`config.mk`:
```
export PLATFORM = sky130hd
export DESIGN_NAME = ajas_ctrl
export DESIGN_NICKNAME = d
export VERILOG_FILES = /design/src/rtl/ajas_pkg.sv /design/src/rtl/ajas_ctrl.sv
export SDC_FILE = /design/constraint.sdc
export NUM_CORES = 1
export LEC_CHECK = 0
export BUFFER_PORTS_ARGS = -buffer_cell sky130_fd_sc_hd__buf_2
export CORE_MARGIN = 5
export CORE_UTILIZATION = 49
export DETAILED_ROUTE_END_ITERATION = 8
export PLACE_DENSITY = 0.75
export SKIP_LAST_GASP = 1
export SLEW_MARGIN = 20
export SYNTH_ARGS = -nofsm -noshare
export SYNTH_HDL_FRONTEND = slang
export SYNTH_SLANG_ARGS = --single-unit
export TNS_END_PERCENT = 100
```
`constraint.sdc`:
```
create_clock -name clk -period 2.4 [get_ports clk]
set_clock_uncertainty 0.15 [all_clocks]
set_input_delay 0.48 -clock clk [delete_from_list [all_inputs] [get_ports clk]]
set_output_delay 0.48 -clock clk [all_outputs]
set_load 0.02 [all_outputs]
```
`src/rtl/ajas_pkg.sv`:
```
// ----------------------------------------------------------------------------
// ajas_pkg
// Shared widths, constants and control types for the joint angle smoother.
// ----------------------------------------------------------------------------
package ajas_pkg;

  // Field and arithmetic widths
  localparam int RAW_W      = 15;  // raw joint angle, signed
  localparam int ALPHA_W    = 16;  // Q1.15 weight register
  localparam int THR_W      = 15;  // step threshold register
  localparam int CFG_IDX_W  = 2;   // configuration register index
  localparam int CALC_W     = 17;  // target, previous value and step difference
  localparam int PROD_W     = 34;  // multiplier product
  localparam int DIV_NUM_W  = 31;  // step times alpha span
  localparam int DIV_Q_W    = 16;  // interpolation quotient
  localparam int DIV_R_W    = 15;  // divider remainder
  localparam int ALPHA_FRAC = 15;  // fraction bits of a weight

  // Constants
  localparam int                      ANGLE_LIMIT = 23040;
  localparam logic [ALPHA_W-1:0]      ALPHA_ONE   = 16'h8000;
  localparam logic signed [PROD_W-1:0] ROUND_HALF = 34'sd16384;

  // Register reset values
  localparam logic [ALPHA_W-1:0] ALPHA_MIN_RST = 16'd3277;
  localparam logic [ALPHA_W-1:0] ALPHA_MAX_RST = 16'd26214;
  localparam logic [THR_W-1:0]   STEP_THR_RST  = 15'd640;

  // Register indexes
  localparam logic [CFG_IDX_W-1:0] REG_ALPHA_MIN = 2'd0;
  localparam logic [CFG_IDX_W-1:0] REG_ALPHA_MAX = 2'd1;
  localparam logic [CFG_IDX_W-1:0] REG_STEP_THR  = 2'd2;

  // Item commands
  localparam logic CMD_SAMPLE = 1'b0;
  localparam logic CMD_CALIB  = 1'b1;

  // Controller to datapath
  typedef struct packed {
    logic load;        // capture the incoming item
    logic calib;       // copy offsets, clear filter memory
    logic target;      // form target, difference and step for current joint
    logic mul_step;    // product of step and alpha span
    logic div_start;   // start the interpolation divide
    logic set_alpha;   // form interpolated alpha
    logic mul_filter;  // product of alpha and difference
    logic commit;      // write joint result, advance joint
    logic out_load;    // load output register from held outputs
  } dp_cmd_t;

  // Datapath to controller
  typedef struct packed {
    logic primed;      // filter has seen a sample
    logic big_step;    // step above threshold, maximum weight applies
    logic div_busy;    // divider still iterating
    logic last_joint;  // current joint is the last one
  } dp_status_t;

endpackage

```
`src/rtl/ajas_ctrl.sv`:
```
// ----------------------------------------------------------------------------
// ajas_ctrl
// Sequencer of the joint angle smoother: walks the joints one by one
// through target, alpha interpolation and filter, then hands off the item.
// ----------------------------------------------------------------------------
module ajas_ctrl (
  input  logic                  clk,
  input  logic                  rst,
  input  logic                  in_valid,
  input  logic                  in_cmd,
  output logic                  in_ready,
  output logic                  out_valid,
  input  logic                  out_ready,
  output ajas_pkg::dp_cmd_t     cmd,
  input  ajas_pkg::dp_status_t  status
);

  typedef enum logic [9:0] {
    ST_IDLE     = 10'b00_0000_0001,
    ST_CALIB    = 10'b00_0000_0010,
    ST_TARGET   = 10'b00_0000_0100,
    ST_MUL_STEP = 10'b00_0000_1000,
    ST_DIV_GO   = 10'b00_0001_0000,
    ST_DIV_WAIT = 10'b00_0010_0000,
    ST_ALPHA    = 10'b00_0100_0000,
    ST_MUL_FILT = 10'b00_1000_0000,
    ST_COMMIT   = 10'b01_0000_0000,
    ST_OUTPUT   = 10'b10_0000_0000
  } state_t;

  state_t state;
  state_t state_next;
  logic   out_free;

  assign in_ready = (state == ST_IDLE);
  assign out_free = !out_valid || out_ready;

  // Next state and commands
  always_comb begin
    state_next = state;
    cmd        = '0;
    unique case (state)
      ST_IDLE: begin
        if (in_valid) begin
          cmd.load   = 1'b1;
          state_next = (in_cmd == ajas_pkg::CMD_CALIB) ? ST_CALIB : ST_TARGET;
        end
      end
      ST_CALIB: begin
        cmd.calib  = 1'b1;
        state_next = ST_IDLE;
      end
      ST_TARGET: begin
        cmd.target = 1'b1;
        if (!status.primed) begin
          state_next = ST_COMMIT;
        end else if (status.big_step) begin
          state_next = ST_MUL_FILT;
        end else begin
          state_next = ST_MUL_STEP;
        end
      end
      ST_MUL_STEP: begin
        cmd.mul_step = 1'b1;
        state_next   = ST_DIV_GO;
      end
      ST_DIV_GO: begin
        cmd.div_start = 1'b1;
        state_next    = ST_DIV_WAIT;
      end
      ST_DIV_WAIT: begin
        if (!status.div_busy) begin
          state_next = ST_ALPHA;
        end
      end
      ST_ALPHA: begin
        cmd.set_alpha = 1'b1;
        state_next    = ST_MUL_FILT;
      end
      ST_MUL_FILT: begin
        cmd.mul_filter = 1'b1;
        state_next     = ST_COMMIT;
      end
      ST_COMMIT: begin
        cmd.commit = 1'b1;
        state_next = status.last_joint ? ST_OUTPUT : ST_TARGET;
      end
      ST_OUTPUT: begin
        if (out_free) begin
          cmd.out_load = 1'b1;
          state_next   = ST_IDLE;
        end
      end
      default: begin
        state_next = ST_IDLE;
      end
    endcase
  end

  // State register
  always_ff @(posedge clk) begin
    if (rst) begin
      state <= ST_IDLE;
    end else begin
      state <= state_next;
    end
  end

  // Hold the result until taken
  always_ff @(posedge clk) begin
    if (rst) begin
      out_valid <= 1'b0;
    end else if (cmd.out_load) begin
      out_valid <= 1'b1;
    end else if (out_ready) begin
      out_valid <= 1'b0;
    end
  end

endmodule

```
Yosys cells after proc, flatten, opt, wreduce, memory -nomap -nowiden:

Index checks and enable logic that the tools add are counted.

* register bits after elaboration: 11
* bits of input ports: 9
* output and inout bits: 11
* word-level logic and storage cells: 40

* equal/unequal tests: 13
* multiplexer cells: 21
* reductions and logical operators: 4

Operators by type and width (count)
* $pmux W10 S9: 1
* $mux W10: 5
* $mux W1: 13
* $eq A10 B1 Y1 const B: 1
* $eq A10 B10 Y1 const B: 1
* $eq A10 B2 Y1 const B: 1
* $eq A10 B3 Y1 const B: 1
* $eq A10 B4 Y1 const B: 1
* $eq A10 B5 Y1 const B: 1
* $eq A10 B6 Y1 const B: 1
* $eq A10 B7 Y1 const B: 1
* $eq A10 B8 Y1 const B: 1
* $eq A10 B9 Y1 const B: 1
* $mux W8: 1
* $ne A2 B2 Y1 const B: 3
* $mux W3: 1
* $reduce_and A3 Y1: 1
* $reduce_bool A2 Y1: 1
* $logic_not A1 Y1: 1
* $logic_or A1 B1 Y1: 1

Longest topological paths before layout:

Gate-level depths: netlist (run 1).

* depth after elaboration: 5
* depth in mapped cells: 5
* gate-level depth less buffers: 4

Worst setup path before layout (run 1):

No wires, ideal clock.

* kind: register -> output
* start: reg state[4]
* end: out cmd[7] (netlist name)
* data arrival time: 1.979 ns
* required time: 1.770 ns
* setup slack: -0.209 ns
* stages on the path, launching flop included: 5
* path buffers: 1
* cells stage by stage: dfxtp_1 > buf_6 > or4_4 > or4_4 > nor3b_1

RTL lines
* start, declared: RTL line ajas_ctrl.sv:31 `state_t state;`
* start signal, assigned: RTL line ajas_ctrl.sv:105 `state <= state_next;`
* end, declared: RTL line ajas_ctrl.sv:14 `output ajas_pkg::dp_cmd_t cmd,`

==> results of run 1 <==
-- how the worst max path moves through the flow --
stage	start	end	slack, ns	cells past startpoint
2_1_floorplan	state[4]	cmd[1]	-0.06	3
3_3_place_gp	state[4]	cmd[5]	0.04	4
3_5_place_dp	state[4]	cmd[5]	0.03	4
4_1_cts	state[7]	cmd[5]	-0.18	4
5_1_grt	state[7]	cmd[7]	-0.24	4
6_report	state[7]	cmd[5]	-0.18	4
-- final cells by class --
type / count / share of cell area
clock buffers: 4 / 0.0269
inverters: 3 / 0.0115
multi-input cells: 72 / 0.503
flip-flops and latches: 11 / 0.225
well taps: 15 / 0.0192
repair buffers: 33 / 0.214
-- flip-flops by register name, summed over array words and instances (netlist names) --
name and count:
state 10, out_valid 1
-- cells by family after synthesis --
group | share of synthesized area
AOI/OAI and AO/OA | 0.0974
and+or+nand+nor | 0.492
xor gates and xnor gates | 0.0248
DFF | 0.312
buffers and inverters | 0.0602
muxes | 0.0142
-- cell usage after synthesis, drive strengths merged --
master / count / share of area
dfxtp: 11 / 0.31
nor2: 10 / 0.053
nand2: 6 / 0.032
a21oi: 5 / 0.035
nand2b: 5 / 0.044
nor4: 5 / 0.044
nand3: 4 / 0.028
nor3: 4 / 0.028
buf: 3 / 0.034
inv: 3 / 0.016
nand3b: 3 / 0.032
nor3b: 3 / 0.039
and2: 2 / 0.018
and3: 2 / 0.018
clkbuf: 2 / 0.011
nand4: 2 / 0.018
nor2b: 2 / 0.018
nor4b: 2 / 0.025
or2: 2 / 0.018
or4: 2 / 0.032
xor2: 2 / 0.025
a22oi: 1 / 0.011
a31oi: 1 / 0.0089
a32oi: 1 / 0.012
a41oi: 1 / 0.012
and3b: 1 / 0.014
and4: 1 / 0.012
mux2i: 1 / 0.014
o21ai: 1 / 0.0071
o31ai: 1 / 0.011
or2b: 1 / 0.011
or3: 1 / 0.0089
-- worst max-delay path, stage by stage (launching register included) --
cell	delay (ns)
dfxtp_1	0.31
or4_4	0.55
or4_4	0.46
nor3b_4	0.21
buf_6	0.14
-- routing by layer --
| metal | track usage | share of wire | vias up |
|---|---|---|---|
| li1 | - | - | 394 |
| met1 | 0.238 | 0.46 | 364 |
| met2 | 0.282 | 0.46 | 25 |
| met3 | 0.0338 | 0.060 | 5 |
| met4 | 0.0968 | 0.021 | 0 |
| met5 | 0 | 0 | - |
-- what timing repair did --
| action | CTS | global route |
|---|---|---|
| setup buffers | 1 | 1 |
| endpoints found under the setup margin | 2 | 9 |
| gates cloned | 0 | 0 |
| gates resized for setup | 3 | 5 |
| pin swaps | 3 | 1 |
-- power by group through the flow --
| stage | Combinational [W] | Sequential, W | Clock, W |
|---|---|---|---|
| floorplan | 0.0000762 | 0.000203 | 0 |
| global placement | 0.000118 | 0.000201 | 0 |
| detailed placement | 0.000120 | 0.000201 | 0 |
| CTS | 0.000122 | 0.000197 | 0.000127 |
| global route | 0.000141 | 0.000201 | 0.000138 |
| finish | 0.000129 | 0.000199 | 0.000128 |
-- metrics by stage --
step | setup TNS, ns | util
final | -0.346 | 0.733
after global routing | -0.580 | 0.733
after CTS | -0.318 | 0.705
after detailed placement | 0 | 0.673
after global placement | 0 | 0.673
after floorplan | -0.100 | -
==> results.txt, run 1 <==
RePlAce Congestion: 0.826
Clock slew at reported path FFs: 0.07 ns
FF-to-FF Start: state[7]
Antenna Nets Post-Route: 0
Commonest non-fill, non-tap cell in the layout: buf_2
Final instance area: 977 um2
Vias in the first global route: 692
TritonCTS Buffers: 3
Combinational power share: 0.283
Switching share of power: 0.315
Crit start category: flip-flop
Reg-to-reg setup timing slack: 0.19 ns
Register area share after synthesis: 0.312
Clk sink count: 11
Synth Net Count: 100
Hold path depth: 2
Share of post-route cells with drive strength above 1: 0.390
Min Tclk post-route: 2.58 ns
Drc violations: 0
Cell variety after synth: 35
Final setup fails: 2
RSZ-0062 raised after global routing: true
CP Data Required Time: 1.77 ns
Crit path max fanout: 3
FF+latch area: 220 um2
Clock buffer depth: 2
Rows: 13
FMAX: 388 MHz
Failing checks: setup timing
Crit path kind: reg2out
Final layout net count: 133
Area growth, synth to finish: 38.2%
Total power: 0.000455 W
P_leak: 0.437 nW
Root buffer cell: clkbuf_4
Port bufs: 19
DRT Pass-1 Iters: 4
Sequential power share: 0.437
Peak VDD IR: 0.405 mV
Final Max Slew Viols: 0
Core area: 1330 um2
H-Tree Depth: 1
Max_slew headroom: 0.756
Final worst slack: -0.175 ns
Status: finished, violations left
Die ar.: 2300 um2
Hold buffer count at cts: 0
Worst Hold Class: in2reg
Clk pwr share: 0.280
CP Capture Type: output port
DRT iter0 DRCs: 12
Placed Cells: 132
Die H: 48.0 um
Hold Slack: 0.228 ns
Multi-input logic area: 492 um2
R2R depth: 7
Worst slew pin tran: 0.361 ns
Ports: 20
FILL cells: 104
CTS tree: yes
Crit share post-route: 1.07
Via density: 5.71
Pwr per Cell Area: 466 nW/um2
Total track usage: 0.182
Die X-Extent: 48.0 um
Post-DR wirelength/cell: 13.2 um
Largest net degree at the start of global routing: 11
Yosys warns: 0
Non-filler cells in the finished layout: 138
Post-DP HPWL: 1370 um
Net Sw Power: 0.000143 W
Final hold vios: 0
Mapped Cells: 91
Hold Path Sink: state[3]
Initial antenna violation count: 0
Most frequent cells in the layout: 17 x buf_2, 15 x buf_4, 11 x dfxtp_1, 10 x nor2_1
Avg Cell Area, Syn: 7.77 um2
Worst hold start: status[2]
Post-Syn Area: 707 um2
First-pass GRT wire length: 2880 um
Final wirelength: 1820 um
Place WS: 0.0259 ns
Worst EP arrival: 1.95 ns
Int Pwr: 0.000312 W
Worst R2R End: state[4]
Clock latency on the worst-skew pair: 0.27 ns
Maxcap violations: 0
Number of diodes: 0
Synthesized flop and latch total: 11
Initial cell density of the core: 0.530
Vias post-DR: 788
DP Area: 897 um2
Gr ovfl total: 0
(Power assumes the default switching activity.)
==> run 2: changes to the inputs <==
BUFFER_PORTS_ARGS = not set   (was -buffer_cell sky130_fd_sc_hd__buf_2)
CORE_AREA = 5 5 42 44   (was not set)
CORE_MARGIN = not set   (was 5)
CORE_UTILIZATION = not set   (was 49)
DIE_AREA = 0 0 47 49   (was not set)
DONT_BUFFER_PORTS = 1   (was not set)
PLACE_DENSITY = 0.67   (was 0.75)
REMOVE_ABC_BUFFERS = 1   (was not set)
==> run 2 against run 1 <==
The run still ends with setup timing left; routed wire length shrank 6.2%; register-to-register slack gained 0.19 ns; final area shrank 14%; setup slack gained 0.052 ns; sequential cell count is the same; maximum frequency grew 2.1%; first-iteration DRC count grew 25%; sequential power is essentially flat; sequential share of layout area grew 4.1 points; critical path type unchanged; largest cell class unchanged; largest power group unchanged.
==> results.txt, run 2 (synthesized netlist as in run 1, its figures left out) <==
FF+latch area: 223 um2 (+1.1%)
Clock slew at reported path FFs: 0.07 ns (about the same)
Switching share of power: 0.301 (-0.0145)
Initial antenna violation count: 0 (unchanged)
P_leak: 0.336 nW (-23%)
Maxcap violations: 0 (unchanged)
Via density: 5.89 (+3.2%)
Crit path kind: reg2out
Antenna Nets Post-Route: 0 (unchanged)
Pwr per Cell Area: 513 nW/um2 (+10%)
Rows: 14 (+1)
Min Tclk post-route: 2.52 ns (-0.0523 ns)
Initial cell density of the core: 0.504 (-0.0256)
Vias post-DR: 707 (-10%)
Final setup fails: 4 (+2)
Final wirelength: 1710 um (-6.2%)
Reg-to-reg setup timing slack: 0.38 ns (+0.19 ns)
Combinational power share: 0.247 (-0.036)
Failing checks: setup timing
Clk sink count: 11 (unchanged)
Post-DR wirelength/cell: 14.2 um (+7.9%)
Core area: 1400 um2 (+5.1%)
Clk pwr share: 0.288 (+0.008)
Final instance area: 837 um2 (-14%)
CTS tree: yes
Final layout net count: 114 (-14%)
Worst Hold Class: in2reg
Setup TNS: -0.298 ns (+0.0476 ns)
Largest net degree at the start of global routing: 11 (unchanged)
First-pass GRT wire length: 2980 um (+3.3%)
Final Util: 0.597 (-0.135)
DRT iter0 DRCs: 15 (+3)
Place WS: 0.0486 ns (+0.0227 ns)
Die ar.: 2300 um2 (about the same)
Leading registers by flop count: state: 10 flops, out_valid: 1 flops
RePlAce Congestion: 0.837 (+1.3%)
Peak VDD IR: 0.364 mV (-10%)
FMAX: 396 MHz (+2.1%)
FILL cells: 126 (+21%)
Drc violations: 0 (unchanged)
Worst slew pin tran: 0.428 ns (+0.0668 ns)
Vias in the first global route: 727 (+5.1%)
Worst EP arrival: 1.89 ns (-0.06 ns)
Max reg flops: 10 (unchanged)
Total track usage: 0.177 (-0.00505)
Crit start category: flip-flop
Final Max Slew Viols: 0 (unchanged)
Clock buffer depth: 2 (unchanged)
Port bufs: 0 (-19)
Biggest register: state
Final hold vios: 0 (unchanged)
Multi-input logic area: 452 um2 (-8.1%)
Max_slew headroom: 0.712 (-0.0440)
Critical path buffer and inverter count: 1 (unchanged)
Crit share post-route: 1.05 (-0.0218)
Worst-path cell chain: or4_4 > or4_4 > nor3b_2 > buf_4
Ports: 20 (unchanged)
Cell family with most CP delay: simple AND/OR/NAND/NOR gates
Root buffer cell: clkbuf_4
Die X-Extent: 47 um (-2.1%)
H-Tree Depth: 1 (unchanged)
RSZ-0062 raised after global routing: true
DRT Pass-1 Iters: 4 (unchanged)
Number of diodes: 0 (unchanged)
TritonCTS Buffers: 3 (unchanged)
Sequential power share: 0.465 (+0.028)
Die H: 49 um (+2.1%)
DP Area: 793 um2 (-12%)
Crit path max fanout: 2 (-1)
Max stage delay cell, worst path: or4_4
CP Data Required Time: 1.77 ns (about the same)
Commonest non-fill, non-tap cell in the layout: buf_4
Share of post-route cells with drive strength above 1: 0.260 (-0.131)
Status: finished, violations left
Post-DP HPWL: 1370 um (about the same)
Most used cell, CP: or4_4
Gr ovfl total: 0 (unchanged)
Clock latency on the worst-skew pair: 0.26 ns (about the same)
Hold Slack: 0.124 ns (-0.104 ns)
CP Capture Type: output port
Net Sw Power: 0.000129 W (-10%)
Area growth, synth to finish: 18.4%
Final worst slack: -0.123 ns (+0.0523 ns)
Largest stage delay, worst path: 0.52 ns (-0.03 ns)
Most frequent cells in the layout: 14 x buf_4, 9 x nor2_1, 9 x dfxtp_1, 6 x nand2_1
Int Pwr: 0.000300 W (-3.8%)
-- run 2: cell types whose count changed in the layout (fill, tap and decap cells not counted), sizes merged --
cell | before | now
buf | 33 | 14
-- run 2: routing by layer --
metal  track usage  vias up  share of wire
met3        0.0812        2          0.091
met1         0.209      323           0.43
met5             0        -              0
met4        0.0691        0         0.0070
met2         0.271       26           0.47
li1              -      356              -
-- run 2: cell type report --
cell class	instances	share of cell area
timing repair buffer	14	0.126
multi-input combinational	72	0.540
sequential	11	0.266
inverter	3	0.0135
clock buffer	4	0.0314
tap	16	0.0239
-- run 2: repair_timing --
| item | 4_1_cts | 5_1_grt |
|---|---|---|
| cloned | 0 | 0 |
| pin swaps | 4 | 2 |
| hold buffers | 0 | 0 |
| gates resized for setup | 2 | 2 |
| setup buffers | 1 | 0 |
| endpoints found under the setup margin | 3 | 9 |
-- run 2: worst reg2reg max path, stage by stage (launching register included) --
cell and delay, ns:
dfxtp_2 0.32, or4_4 0.52, or4_4 0.44, nor3b_2 0.18
buf_4 0.17, and4_1 0.18
-- run 2: final timing paths --
kind                  from        end  cells after the start
setup / recovery  state[7]     cmd[5]                      4
hold / removal         rst  out_valid                      1
setup reg to reg  state[7]   state[4]                      5
hold reg to reg   state[4]   state[6]                      2
-- run 2: through the flow --
stage | total power, W | cells
6_report | 0.000429 | 120
3_5_place_dp | 0.000308 | 115
3_3_place_gp | 0.000305 | 115
4_1_cts | 0.000431 | 120
5_1_grt | 0.000456 | 120
2_1_floorplan | 0.000275 | 86
-- run 2: power by group through the flow --
| stage | Sequential (W) | Combinational, W | Clock (W) |
|---|---|---|---|
| finish | 0.000200 | 0.000106 | 0.000123 |
| global placement | 0.000203 | 0.000101 | 0 |
| detailed placement | 0.000203 | 0.000104 | 0 |
| CTS | 0.000199 | 0.000106 | 0.000126 |
| global route | 0.000201 | 0.000114 | 0.000142 |
| floorplan | 0.000203 | 0.0000723 | 0 |
